--- config.mk ---
export PLATFORM = sky130hd
export DESIGN_NAME = lru_page_replacement_unit
export DESIGN_NICKNAME = d
export VERILOG_FILES = /design/src/design/lrupr_pkg.sv /design/src/design/lru_page_replacement_unit.sv /design/src/design/lrupr_frame_ram.sv /design/src/design/lrupr_scan.sv
export VERILOG_INCLUDE_DIRS = /design/src /design/src/design
export SDC_FILE = /design/constraint.sdc
export NUM_CORES = 2
export LEC_CHECK = 0
export BUFFER_PORTS_ARGS = -buffer_cell sky130_fd_sc_hd__buf_2
export CORE_UTILIZATION = 50
export CTS_CLUSTER_SIZE = 28
export DETAILED_ROUTE_END_ITERATION = 10
export GPL_TIMING_DRIVEN = 0
export PLACE_DENSITY = 0.65
export SYNTH_ARGS = -nofsm -noshare
export SYNTH_HDL_FRONTEND = slang
export SYNTH_SLANG_ARGS = --single-unit
--- constraint.sdc ---
create_clock -name clock -period 6.8 [get_ports clock]
set_clock_uncertainty 0.15 [all_clocks]
set_input_delay 1.02 -clock clock [delete_from_list [all_inputs] [get_ports clock]]
set_output_delay 1.02 -clock clock [all_outputs]
set_load 0.05 [all_outputs]
--- src/design/assert_macros.svh ---
// assertion macros for the lru page replacement design files
// no dependencies; included by files that carry concurrent checks
`ifndef ASSERT_MACROS_SVH
`define ASSERT_MACROS_SVH

// same-cycle implication, disabled during reset
`define ASSERT_IMPLY(lbl, clk, rst, ante, cons, msg) \
   lbl: assert property (@(posedge clk) disable iff (rst) (ante) |-> (cons)) \
      else $error(msg);

// next-cycle implication, disabled during reset
`define ASSERT_NEXT(lbl, clk, rst, ante, cons, msg) \
   lbl: assert property (@(posedge clk) disable iff (rst) (ante) |=> (cons)) \
      else $error(msg);

`endif

--- src/design/lrupr_pkg.sv ---
// shared constants and types for the lru page replacement unit
// no dependencies; used by the frame ram, the scan unit and the top level
package lrupr_pkg;

   // default number of built frames
   localparam int DEF_MAX_FRAMES = 64;

   // fixed field widths
   localparam int ACTIVE_W = 7;
   localparam int PAGE_W   = 31;
   localparam int USED_W   = 6;
   localparam int COUNT_W  = 32;

   // frame count after reset
   localparam logic [ACTIVE_W-1:0] ACTIVE_RESET = 7'd4;

   // control from the sequencer into the scan unit
   typedef struct packed {
      logic start;
      logic sample;
   } scan_ctrl_type;

   // status flags from the scan unit
   typedef struct packed {
      logic hit;
      logic have_empty;
   } scan_flags_type;

endpackage

--- src/design/lru_page_replacement_unit.sv ---
// lru page replacement unit, fully associative, n = active frame count (1..MAX_FRAMES)
// one item at a time: a new item is taken only once the last result is loaded;
// each item takes two passes over the frame ram, which has one read port
// a search pass reads every active frame, an update pass rewrites every rank
// reset: synchronous; a clearing pass over all MAX_FRAMES entries empties the frame ram
// before the first item is taken; configuration writes are taken at all times
module lru_page_replacement_unit #(
   parameter int MAX_FRAMES = lrupr_pkg::DEF_MAX_FRAMES
) (
   input  logic                                clock,
   input  logic                                reset,
   input  logic                                req_valid,
   output logic                                req_ready,
   input  logic [lrupr_pkg::PAGE_W-1:0]        req_page_number,
   output logic                                rsp_valid,
   input  logic                                rsp_ready,
   output logic                                rsp_page_fault,
   output logic [lrupr_pkg::USED_W-1:0]        rsp_frame_used,
   output logic [lrupr_pkg::COUNT_W-1:0]       rsp_fault_count,
   input  logic                                csr_valid,
   output logic                                csr_ready,
   input  logic [lrupr_pkg::ACTIVE_W-1:0]      csr_active_frames
);

`include "assert_macros.svh"

   localparam int IDX_W  = (MAX_FRAMES > 1) ? $clog2(MAX_FRAMES) : 1;
   localparam int RANK_W = IDX_W;
   localparam int CNT_W  = $clog2(MAX_FRAMES + 1);
   localparam int CMP_W  = (CNT_W > lrupr_pkg::ACTIVE_W) ? CNT_W : lrupr_pkg::ACTIVE_W;
   localparam int PAGE_W = lrupr_pkg::PAGE_W;
   localparam int WORD_W = 1 + RANK_W + PAGE_W;
   localparam int USED_W = lrupr_pkg::USED_W;
   localparam int COUNT_W = lrupr_pkg::COUNT_W;

   localparam logic [RANK_W-1:0] RANK_MAX = RANK_W'(MAX_FRAMES - 1);
   localparam logic [CNT_W-1:0]  LAST_IDX = CNT_W'(MAX_FRAMES - 1);

   // sequencer states
   localparam logic [2:0] ST_CLEAR  = 3'd0;
   localparam logic [2:0] ST_IDLE   = 3'd1;
   localparam logic [2:0] ST_SCAN   = 3'd2;
   localparam logic [2:0] ST_UPDATE = 3'd3;
   localparam logic [2:0] ST_DONE   = 3'd4;

   logic [2:0]                     state_ff, state_in;
   logic [CNT_W-1:0]               addr_ff, addr_in;
   logic                           rd_valid_ff, rd_valid_in;
   logic [IDX_W-1:0]               rd_idx_ff, rd_idx_in;
   logic [PAGE_W-1:0]              page_ff, page_in;
   logic [CNT_W-1:0]               n_ff, n_in;
   logic [lrupr_pkg::ACTIVE_W-1:0] active_ff, active_in;
   logic [COUNT_W-1:0]             count_ff, count_in;
   logic                           rsp_valid_ff, rsp_valid_in;
   logic                           rsp_fault_ff;
   logic [USED_W-1:0]              rsp_used_ff;
   logic [COUNT_W-1:0]             rsp_count_ff;

   logic                 accept, issue, pass_done, rsp_free, rsp_load;
   logic [CMP_W-1:0]     active_ext, n_clamp;
   logic                 ram_we;
   logic [IDX_W-1:0]     ram_waddr, ram_raddr;
   logic [WORD_W-1:0]    ram_wdata, ram_rdata;
   logic                 ent_valid;
   logic [RANK_W-1:0]    ent_rank, ent_aged;
   logic [PAGE_W-1:0]    ent_page;
   logic [WORD_W-1:0]    new_word;
   logic [IDX_W-1:0]     tgt_idx;
   logic [RANK_W-1:0]    tgt_rank;
   logic                 fill;
   logic                 fault;
   logic [COUNT_W-1:0]   count_next;
   logic [USED_W+IDX_W-1:0] used_wide;

   lrupr_pkg::scan_ctrl_type  scan_ctrl;
   lrupr_pkg::scan_flags_type scan_flags;
   logic [IDX_W-1:0]          hit_idx, empty_idx, victim_idx;
   logic [RANK_W-1:0]         hit_rank, victim_rank;

   // handshakes
   assign accept    = req_valid && req_ready;
   assign req_ready = (state_ff == ST_IDLE);
   assign csr_ready = 1'b1;
   assign rsp_free  = !rsp_valid_ff || rsp_ready;
   assign rsp_load  = (state_ff == ST_DONE) && rsp_free;

   // frame count clamped to 1..MAX_FRAMES
   always_comb begin
      active_ext = CMP_W'(active_ff);
      if (active_ext == '0) begin
         n_clamp = CMP_W'(1);
      end else if (active_ext > CMP_W'(MAX_FRAMES)) begin
         n_clamp = CMP_W'(MAX_FRAMES);
      end else begin
         n_clamp = active_ext;
      end
   end

   // read issue and pass completion
   assign issue     = ((state_ff == ST_SCAN) || (state_ff == ST_UPDATE)) && (addr_ff < n_ff);
   assign pass_done = ((state_ff == ST_SCAN) || (state_ff == ST_UPDATE)) && !issue
                      && !rd_valid_ff;
   assign ram_raddr = issue ? addr_ff[IDX_W-1:0] : '0;

   // fields of the word coming back from the ram
   assign ent_valid = ram_rdata[WORD_W-1];
   assign ent_rank  = ram_rdata[PAGE_W +: RANK_W];
   assign ent_page  = ram_rdata[PAGE_W-1:0];
   assign ent_aged  = (ent_rank < RANK_MAX) ? ent_rank + RANK_W'(1) : ent_rank;

   // outcome of the search pass
   assign fault    = !scan_flags.hit;
   assign fill     = !scan_flags.hit && scan_flags.have_empty;
   assign tgt_idx  = scan_flags.hit ? hit_idx : (fill ? empty_idx : victim_idx);
   assign tgt_rank = scan_flags.hit ? hit_rank : victim_rank;

   // rank update for one frame
   always_comb begin
      new_word = ram_rdata;
      if (rd_idx_ff == tgt_idx) begin
         new_word = {1'b1, {RANK_W{1'b0}}, page_ff};
      end else if (ent_valid && (fill || ent_rank < tgt_rank)) begin
         new_word = {1'b1, ent_aged, ent_page};
      end
   end

   // sequencer
   always_comb begin
      state_in    = state_ff;
      addr_in     = addr_ff;
      rd_valid_in = issue;
      rd_idx_in   = addr_ff[IDX_W-1:0];
      ram_we      = 1'b0;
      ram_waddr   = rd_idx_ff;
      ram_wdata   = new_word;
      case (state_ff)
         ST_CLEAR: begin
            ram_we    = 1'b1;
            ram_waddr = addr_ff[IDX_W-1:0];
            ram_wdata = '0;
            if (addr_ff == LAST_IDX) begin
               state_in = ST_IDLE;
               addr_in  = '0;
            end else begin
               addr_in = addr_ff + CNT_W'(1);
            end
         end
         ST_IDLE: begin
            if (accept) begin
               state_in = ST_SCAN;
               addr_in  = '0;
            end
         end
         ST_SCAN: begin
            if (issue) begin
               addr_in = addr_ff + CNT_W'(1);
            end
            if (pass_done) begin
               state_in = ST_UPDATE;
               addr_in  = '0;
            end
         end
         ST_UPDATE: begin
            if (issue) begin
               addr_in = addr_ff + CNT_W'(1);
            end
            ram_we = rd_valid_ff;
            if (pass_done) begin
               state_in = ST_DONE;
            end
         end
         ST_DONE: begin
            if (rsp_free) begin
               state_in = ST_IDLE;
            end
         end
         default: begin
            state_in = ST_IDLE;
         end
      endcase
   end

   // item capture, config and fault counter
   assign page_in    = accept ? req_page_number : page_ff;
   assign n_in       = accept ? n_clamp[CNT_W-1:0] : n_ff;
   assign active_in  = (csr_valid && csr_ready) ? csr_active_frames : active_ff;
   assign count_next = (fault && count_ff != '1) ? count_ff + COUNT_W'(1) : count_ff;
   assign count_in   = rsp_load ? count_next : count_ff;
   assign used_wide  = {{USED_W{1'b0}}, tgt_idx};

   // output register
   always_comb begin
      rsp_valid_in = rsp_valid_ff;
      if (rsp_load) begin
         rsp_valid_in = 1'b1;
      end else if (rsp_ready) begin
         rsp_valid_in = 1'b0;
      end
   end

   // control registers
   always_ff @(posedge clock) begin
      if (reset) begin
         state_ff     <= ST_CLEAR;
         addr_ff      <= '0;
         rd_valid_ff  <= 1'b0;
         active_ff    <= lrupr_pkg::ACTIVE_RESET;
         count_ff     <= '0;
         rsp_valid_ff <= 1'b0;
      end else begin
         state_ff     <= state_in;
         addr_ff      <= addr_in;
         rd_valid_ff  <= rd_valid_in;
         active_ff    <= active_in;
         count_ff     <= count_in;
         rsp_valid_ff <= rsp_valid_in;
      end
   end

   // payload registers
   always_ff @(posedge clock) begin
      rd_idx_ff <= rd_idx_in;
      page_ff   <= page_in;
      n_ff      <= n_in;
      if (rsp_load) begin
         rsp_fault_ff <= fault;
         rsp_used_ff  <= used_wide[USED_W-1:0];
         rsp_count_ff <= count_next;
      end
   end

   assign rsp_valid       = rsp_valid_ff;
   assign rsp_page_fault  = rsp_fault_ff;
   assign rsp_frame_used  = rsp_used_ff;
   assign rsp_fault_count = rsp_count_ff;

   // scan control
   assign scan_ctrl.start  = accept;
   assign scan_ctrl.sample = rd_valid_ff && (state_ff == ST_SCAN);

   lrupr_frame_ram #(
      .DEPTH  (MAX_FRAMES),
      .ADDR_W (IDX_W),
      .DATA_W (WORD_W)
   ) u_ram (
      .clock   (clock),
      .wr_en   (ram_we),
      .wr_addr (ram_waddr),
      .wr_data (ram_wdata),
      .rd_addr (ram_raddr),
      .rd_data (ram_rdata)
   );

   lrupr_scan #(
      .IDX_W  (IDX_W),
      .RANK_W (RANK_W)
   ) u_scan (
      .clock       (clock),
      .reset       (reset),
      .ctrl        (scan_ctrl),
      .idx         (rd_idx_ff),
      .entry_valid (ent_valid),
      .entry_rank  (ent_rank),
      .entry_page  (ent_page),
      .page        (page_ff),
      .flags       (scan_flags),
      .hit_idx     (hit_idx),
      .hit_rank    (hit_rank),
      .empty_idx   (empty_idx),
      .victim_idx  (victim_idx),
      .victim_rank (victim_rank)
   );

   // checks
   `ASSERT_IMPLY(a_no_write_in_scan, clock, reset, state_ff == ST_SCAN, !ram_we,
      "frame ram written during the search pass")
   `ASSERT_IMPLY(a_write_in_range, clock, reset, ram_we && state_ff == ST_UPDATE,
      CNT_W'(ram_waddr) < n_ff, "update pass wrote a frame beyond the active count")
   `ASSERT_IMPLY(a_target_in_range, clock, reset, state_ff == ST_DONE,
      CNT_W'(tgt_idx) < n_ff, "chosen frame beyond the active count")
   `ASSERT_NEXT(a_hit_keeps_count, clock, reset, rsp_load && !fault,
      count_ff == $past(count_ff), "fault count moved on a hit")

endmodule

--- src/design/lrupr_frame_ram.sv ---
// frame state memory: one write port, one read port, registered read data
// depends on lrupr_pkg for the default depth; word layout is set by the top level
module lrupr_frame_ram #(
   parameter int DEPTH  = lrupr_pkg::DEF_MAX_FRAMES,
   parameter int ADDR_W = 6,
   parameter int DATA_W = 38
) (
   input  logic              clock,
   input  logic              wr_en,
   input  logic [ADDR_W-1:0] wr_addr,
   input  logic [DATA_W-1:0] wr_data,
   input  logic [ADDR_W-1:0] rd_addr,
   output logic [DATA_W-1:0] rd_data
);

   logic [DATA_W-1:0] frame_mem [DEPTH];
   logic [DATA_W-1:0] rd_data_ff;

   // write port
   always_ff @(posedge clock) begin
      if (wr_en) begin
         frame_mem[wr_addr] <= wr_data;
      end
   end

   // read port, registered
   always_ff @(posedge clock) begin
      rd_data_ff <= frame_mem[rd_addr];
   end

   assign rd_data = rd_data_ff;

endmodule

--- src/design/lrupr_scan.sv ---
// search accumulator: first hit, first empty frame and oldest valid frame
// depends on lrupr_pkg for the control and flag structs and the page width
module lrupr_scan #(
   parameter int IDX_W  = 6,
   parameter int RANK_W = 6
) (
   input  logic                          clock,
   input  logic                          reset,
   input  lrupr_pkg::scan_ctrl_type      ctrl,
   input  logic [IDX_W-1:0]              idx,
   input  logic                          entry_valid,
   input  logic [RANK_W-1:0]             entry_rank,
   input  logic [lrupr_pkg::PAGE_W-1:0]  entry_page,
   input  logic [lrupr_pkg::PAGE_W-1:0]  page,
   output lrupr_pkg::scan_flags_type     flags,
   output logic [IDX_W-1:0]              hit_idx,
   output logic [RANK_W-1:0]             hit_rank,
   output logic [IDX_W-1:0]              empty_idx,
   output logic [IDX_W-1:0]              victim_idx,
   output logic [RANK_W-1:0]             victim_rank
);

   logic              hit_ff, hit_in;
   logic              empty_ff, empty_in;
   logic              any_ff, any_in;
   logic [IDX_W-1:0]  hit_idx_ff, hit_idx_in;
   logic [RANK_W-1:0] hit_rank_ff, hit_rank_in;
   logic [IDX_W-1:0]  empty_idx_ff, empty_idx_in;
   logic [IDX_W-1:0]  vict_idx_ff, vict_idx_in;
   logic [RANK_W-1:0] vict_rank_ff, vict_rank_in;

   // fold one frame into the running search
   always_comb begin
      hit_in       = hit_ff;
      empty_in     = empty_ff;
      any_in       = any_ff;
      hit_idx_in   = hit_idx_ff;
      hit_rank_in  = hit_rank_ff;
      empty_idx_in = empty_idx_ff;
      vict_idx_in  = vict_idx_ff;
      vict_rank_in = vict_rank_ff;
      if (ctrl.start) begin
         hit_in   = 1'b0;
         empty_in = 1'b0;
         any_in   = 1'b0;
      end else if (ctrl.sample) begin
         if (entry_valid) begin
            if (!hit_ff && entry_page == page) begin
               hit_in      = 1'b1;
               hit_idx_in  = idx;
               hit_rank_in = entry_rank;
            end
            // strict compare keeps the lowest index on a tie
            if (!any_ff || entry_rank > vict_rank_ff) begin
               any_in       = 1'b1;
               vict_idx_in  = idx;
               vict_rank_in = entry_rank;
            end
         end else if (!empty_ff) begin
            empty_in     = 1'b1;
            empty_idx_in = idx;
         end
      end
   end

   // search flags
   always_ff @(posedge clock) begin
      if (reset) begin
         hit_ff   <= 1'b0;
         empty_ff <= 1'b0;
         any_ff   <= 1'b0;
      end else begin
         hit_ff   <= hit_in;
         empty_ff <= empty_in;
         any_ff   <= any_in;
      end
   end

   // search payload
   always_ff @(posedge clock) begin
      hit_idx_ff   <= hit_idx_in;
      hit_rank_ff  <= hit_rank_in;
      empty_idx_ff <= empty_idx_in;
      vict_idx_ff  <= vict_idx_in;
      vict_rank_ff <= vict_rank_in;
   end

   assign flags.hit        = hit_ff;
   assign flags.have_empty = empty_ff;
   assign hit_idx          = hit_idx_ff;
   assign hit_rank         = hit_rank_ff;
   assign empty_idx        = empty_idx_ff;
   assign victim_idx       = vict_idx_ff;
   assign victim_rank      = vict_rank_ff;

endmodule

==> run metrics <==
status finished with violations; violated checks negative setup slack; Hold Path End page_ff[16]$_DFFE_PP_; total met3 wirelength after detailed routing about 40 mm; layout cell share with drive strength beyond 1 0.252; net total in the final layout a little under 6000; Setup violations, final 5; Top delay family on crit path buffers and inverters; most area-hungry cell type in the Yosys netlist sky130_fd_sc_hd__edfxtp_1; antenna viol nets, final 0; Post-Synthesis Cell Area between 0.1 and 0.15 mm2; post-synthesis area per instance 19.1 um2; area of the die just over 0.2 mm2; largest net degree at the start of global routing 53; vias in the first global route 55700; area of the core 0.203 mm2; Clock Sinks roughly 2600; Crit Reg-Reg Startpoint addr_ff[2]$_SDFFE_PP0P_; fin area 0.119 mm2; area growth from synthesis to layout 16.4%; length in cells of the worst reg-to-reg path 18; biggest fanout along the worst timing path 11; startpoint of the lowest-slack hold path req_page_number[16]; MaxCap Viol Count 0; power density of the placed cells 372 mW/mm2; Worst IR Drop VDD 0.287 mV; cell at the root of the clock tree sky130_fd_sc_hd__clkbuf_16; met1 wire length around 120 mm; Worst Tran Pin Value 1.46 ns; final worst path period share 1.02; Critical Path End Type flip-flop; leakage power 37.5 nW; number of DRC markers in iteration 0 8882; die outline height 455 um; detailed-router iteration count before antenna repair 6; clock-pin slew on the worst setup and hold paths 0.06 ns; buffer depth of the longest clock path 4; unrepaired setup endpoints after global routing no; longest individual stage delay on the worst path 0.67 ns; Rows around 170; overall via count from detail_route approximately 57000; Synth Register Bits approximately 2600; Max stage delay cell, worst path sky130_fd_sc_hd__dfxtp_1; total cell area at the placement stage ~0.11 mm2; total met2 wirelength after detailed routing between 100 and 150 mm; Worst Path Required 7.40 ns; final critical-path required period 6.95 ns; fraction of post-synthesis cell area in the top cell type by area 0.745; number of synthesized flops with an enable pin 2539; TritonCTS clock tree done; Hold Vio Cnt, Final 0; Final HPWL DP between 200 and 250 mm; Port Buffer Count ~80; top cells by count, synth 2539 x sky130_fd_sc_hd__edfxtp_1, 461 x sky130_fd_sc_hd__mux4_2, 399 x sky130_fd_sc_hd__nor2_1; Ys Warns 0; initial antenna violation count 14; start-to-end type of the worst setup path flip-flop to flip-flop; Die W 455 um; Slew HR 0.0191; total of hold buffers inserted after clock tree synthesis 0; max-slew violation total from the final report 0; maximum operating frequency about 140 MHz; main flop type after synthesis sky130_fd_sc_hd__edfxtp_1; distinct cell type count after synthesis 74; R2R Path End u_ram.rd_data[36]$_DFF_P_; Final Worst Setup Slack -0.148 ns; cell count of the worst hold path 1; Gate Count Post-Synth 5354; Critical Path, Cell by Cell ha_1 > o21ai_1 > o21ai_2 > inv_2 > buf_2 > buf_4 > buf_2 > ha_1 > buf_4 > nor2_2 > clkbuf_2 > clkbuf_2 > nand2_1 > o2111ai_1 > a21oi_1 > nor4_1 > a31oi_1 > o211ai_1; count of H-tree levels built during CTS 5; final core utilization 0.588; drt drc 0; clock latency on the worst-skew pair 0.94 ns; setup slack of the worst register-to-register path -0.15 ns; post-detailed-route via-to-cell ratio roughly 6.6; critical path arrival about 7.6 ns; post-synthesis sequential area ratio 0.764; overflow left after global routing 0; Routed WL per cell 36.3 um; net count after synthesis approximately 5400; element type at the critical path start flip-flop; global-route wire length before repair 437 mm; top layer reached by signal wires met5; cell with the most instances after synthesis sky130_fd_sc_hd__edfxtp_1; combined global-route utilization of all metal layers 0.309; fraction of synthesis flops using an asynchronous set or reset pin 0; Final Wtd Congestion just under 1; number of buffers created by CTS 283; worst setup slack before clock tree synthesis -1.97 ns; top post-synthesis cells by area sky130_fd_sc_hd__edfxtp_1 74%, sky130_fd_sc_hd__mux4_2 10%, sky130_fd_sc_hd__dfxtp_1 1.9%; starting density of the core 0.505; worst path buffer plus inverter count 7; type of the most critical hold path input port to flip-flop; Post-CTS Repair Setup Buffers 0; routed wire length about 320 mm; IO Count 85
-- cell type report --
cell class                      instances  area, um2
Multi-Input combinational cell       2376      23800
Tap cell                             2672       3340
Antenna cell                           11       27.5
Inverter                               25       93.8
Clock inverter                        129       1170
Clock buffer                          350       7550
Timing Repair Buffer                  220       3230
Sequential cell                      2637      78200
Fill cell                           14600      83600
Buffer                                316       1770
-- sequential cells by signal, summed over array words and instances (netlist names), 7 cells and up --
register and cells:
n_ff 7, rsp_fault_count 32, active_ext 7, count_ff 32
u_ram.frame_mem 2432, u_ram.rd_data 38, addr_ff 7, page_ff 31
-- worst max-delay path by stage --
| stage | depth (start not counted) | slack (ns) | from | endpoint |
|---|---|---|---|---|
| finish | 18 | -0.15 | addr_ff[2]$_SDFFE_PP0P_ | u_ram.rd_data[36]$_DFF_P_ |
| global route | 18 | 0.0007 | addr_ff[2]$_SDFFE_PP0P_ | u_ram.rd_data[27]$_DFF_P_ |
| CTS | 18 | 0.04 | addr_ff[5]$_SDFFE_PP0P_ | u_ram.rd_data[19]$_DFF_P_ |
| detailed placement | 19 | -1.97 | addr_ff[5]$_SDFFE_PP0P_ | u_ram.rd_data[18]$_DFF_P_ |
| global placement | 9 | -3.65 | u_scan.hit_ff$_SDFFE_PP0P_ | u_ram.frame_mem[38][35]$_DFFE_PP_ |
| floorplan | 9 | 1.22 | u_scan.hit_ff$_SDFFE_PP0P_ | u_ram.frame_mem[0][35]$_DFFE_PP_ |
-- layout by cell type (no fill, tap or decap), types with 102 or more instances in the layout --
cell type / netlist / routed
sky130_fd_sc_hd__buf_2: 74 / 147
sky130_fd_sc_hd__buf_12: 0 / 105
sky130_fd_sc_hd__nor2_1: 399 / 297
sky130_fd_sc_hd__nor2_4: 1 / 102
sky130_fd_sc_hd__clkbuf_16: 0 / 290
sky130_fd_sc_hd__nand2_1: 212 / 212
sky130_fd_sc_hd__mux4_2: 461 / 461
sky130_fd_sc_hd__mux2_2: 112 / 112
sky130_fd_sc_hd__edfxtp_1: 2539 / 2539
sky130_fd_sc_hd__clkbuf_1: 162 / 178
-- cell families (layout without fill, tap and decap cells) --
group | after synthesis | in the layout | synth area share
fa+ha+maj | 21 | 21 | 0.00257
flops | 2637 | 2637 | 0.764
mux | 655 | 655 | 0.122
other cells | 1 | 12 | 0.0000366
compound gates | 536 | 536 | 0.0360
xor+xnor | 102 | 102 | 0.00873
simple gates | 1061 | 1061 | 0.0504
buf+inv | 341 | 1040 | 0.0166
-- where the power goes --
group,leakage (nW),switching (W),internal [W]
clock network,4.27,0.00620,0.00868
registers,24.1,0.000292,0.0204
logic,9.13,0.00642,0.00232
total,37.5,0.0129,0.0314
-- repair_timing --
item | in CTS | in global routing
pin swaps | 6 | 9
gates resized for setup | 129 | 51
gates cloned | 0 | 0
setup endpoints to repair | 34 | 28
-- worst register-to-register path, cell delays in order, from the launching register on --
cell and delay, ns:
sky130_fd_sc_hd__dfxtp_1 0.67, sky130_fd_sc_hd__ha_1 0.33, sky130_fd_sc_hd__o21ai_1 0.16, sky130_fd_sc_hd__o21ai_2 0.54
sky130_fd_sc_hd__inv_2 0.20, sky130_fd_sc_hd__buf_2 0.30, sky130_fd_sc_hd__buf_4 0.28, sky130_fd_sc_hd__buf_2 0.26
sky130_fd_sc_hd__ha_1 0.22, sky130_fd_sc_hd__buf_4 0.23, sky130_fd_sc_hd__nor2_2 0.64, sky130_fd_sc_hd__clkbuf_2 0.63
sky130_fd_sc_hd__clkbuf_2 0.65, sky130_fd_sc_hd__nand2_1 0.14, sky130_fd_sc_hd__o2111ai_1 0.20, sky130_fd_sc_hd__a21oi_1 0.10
sky130_fd_sc_hd__nor4_1 0.43, sky130_fd_sc_hd__a31oi_1 0.13, sky130_fd_sc_hd__o211ai_1 0.53
-- stage by stage --
step	setup TNS (ns)	cells	total power, W	hold WS, ns
final	-0.340	8736	0.0443	0.114
after CTS	0	8724	0.0440	0.0631
after global routing	0	8726	0.0451	0.0904
after global placement	-3289.76	8108	0.0283	0.234
after detailed placement	-42.03	8245	0.0292	0.230
after floorplan	0	5354	0.0246	0.204
-- metal layers --
metal  vias up  track usage
met5         -            0
met4         2        0.181
met3       772       0.0994
met2      3767        0.451
met1     29900        0.407
li1      22800            -
Power figures use the tool's default switching activity.
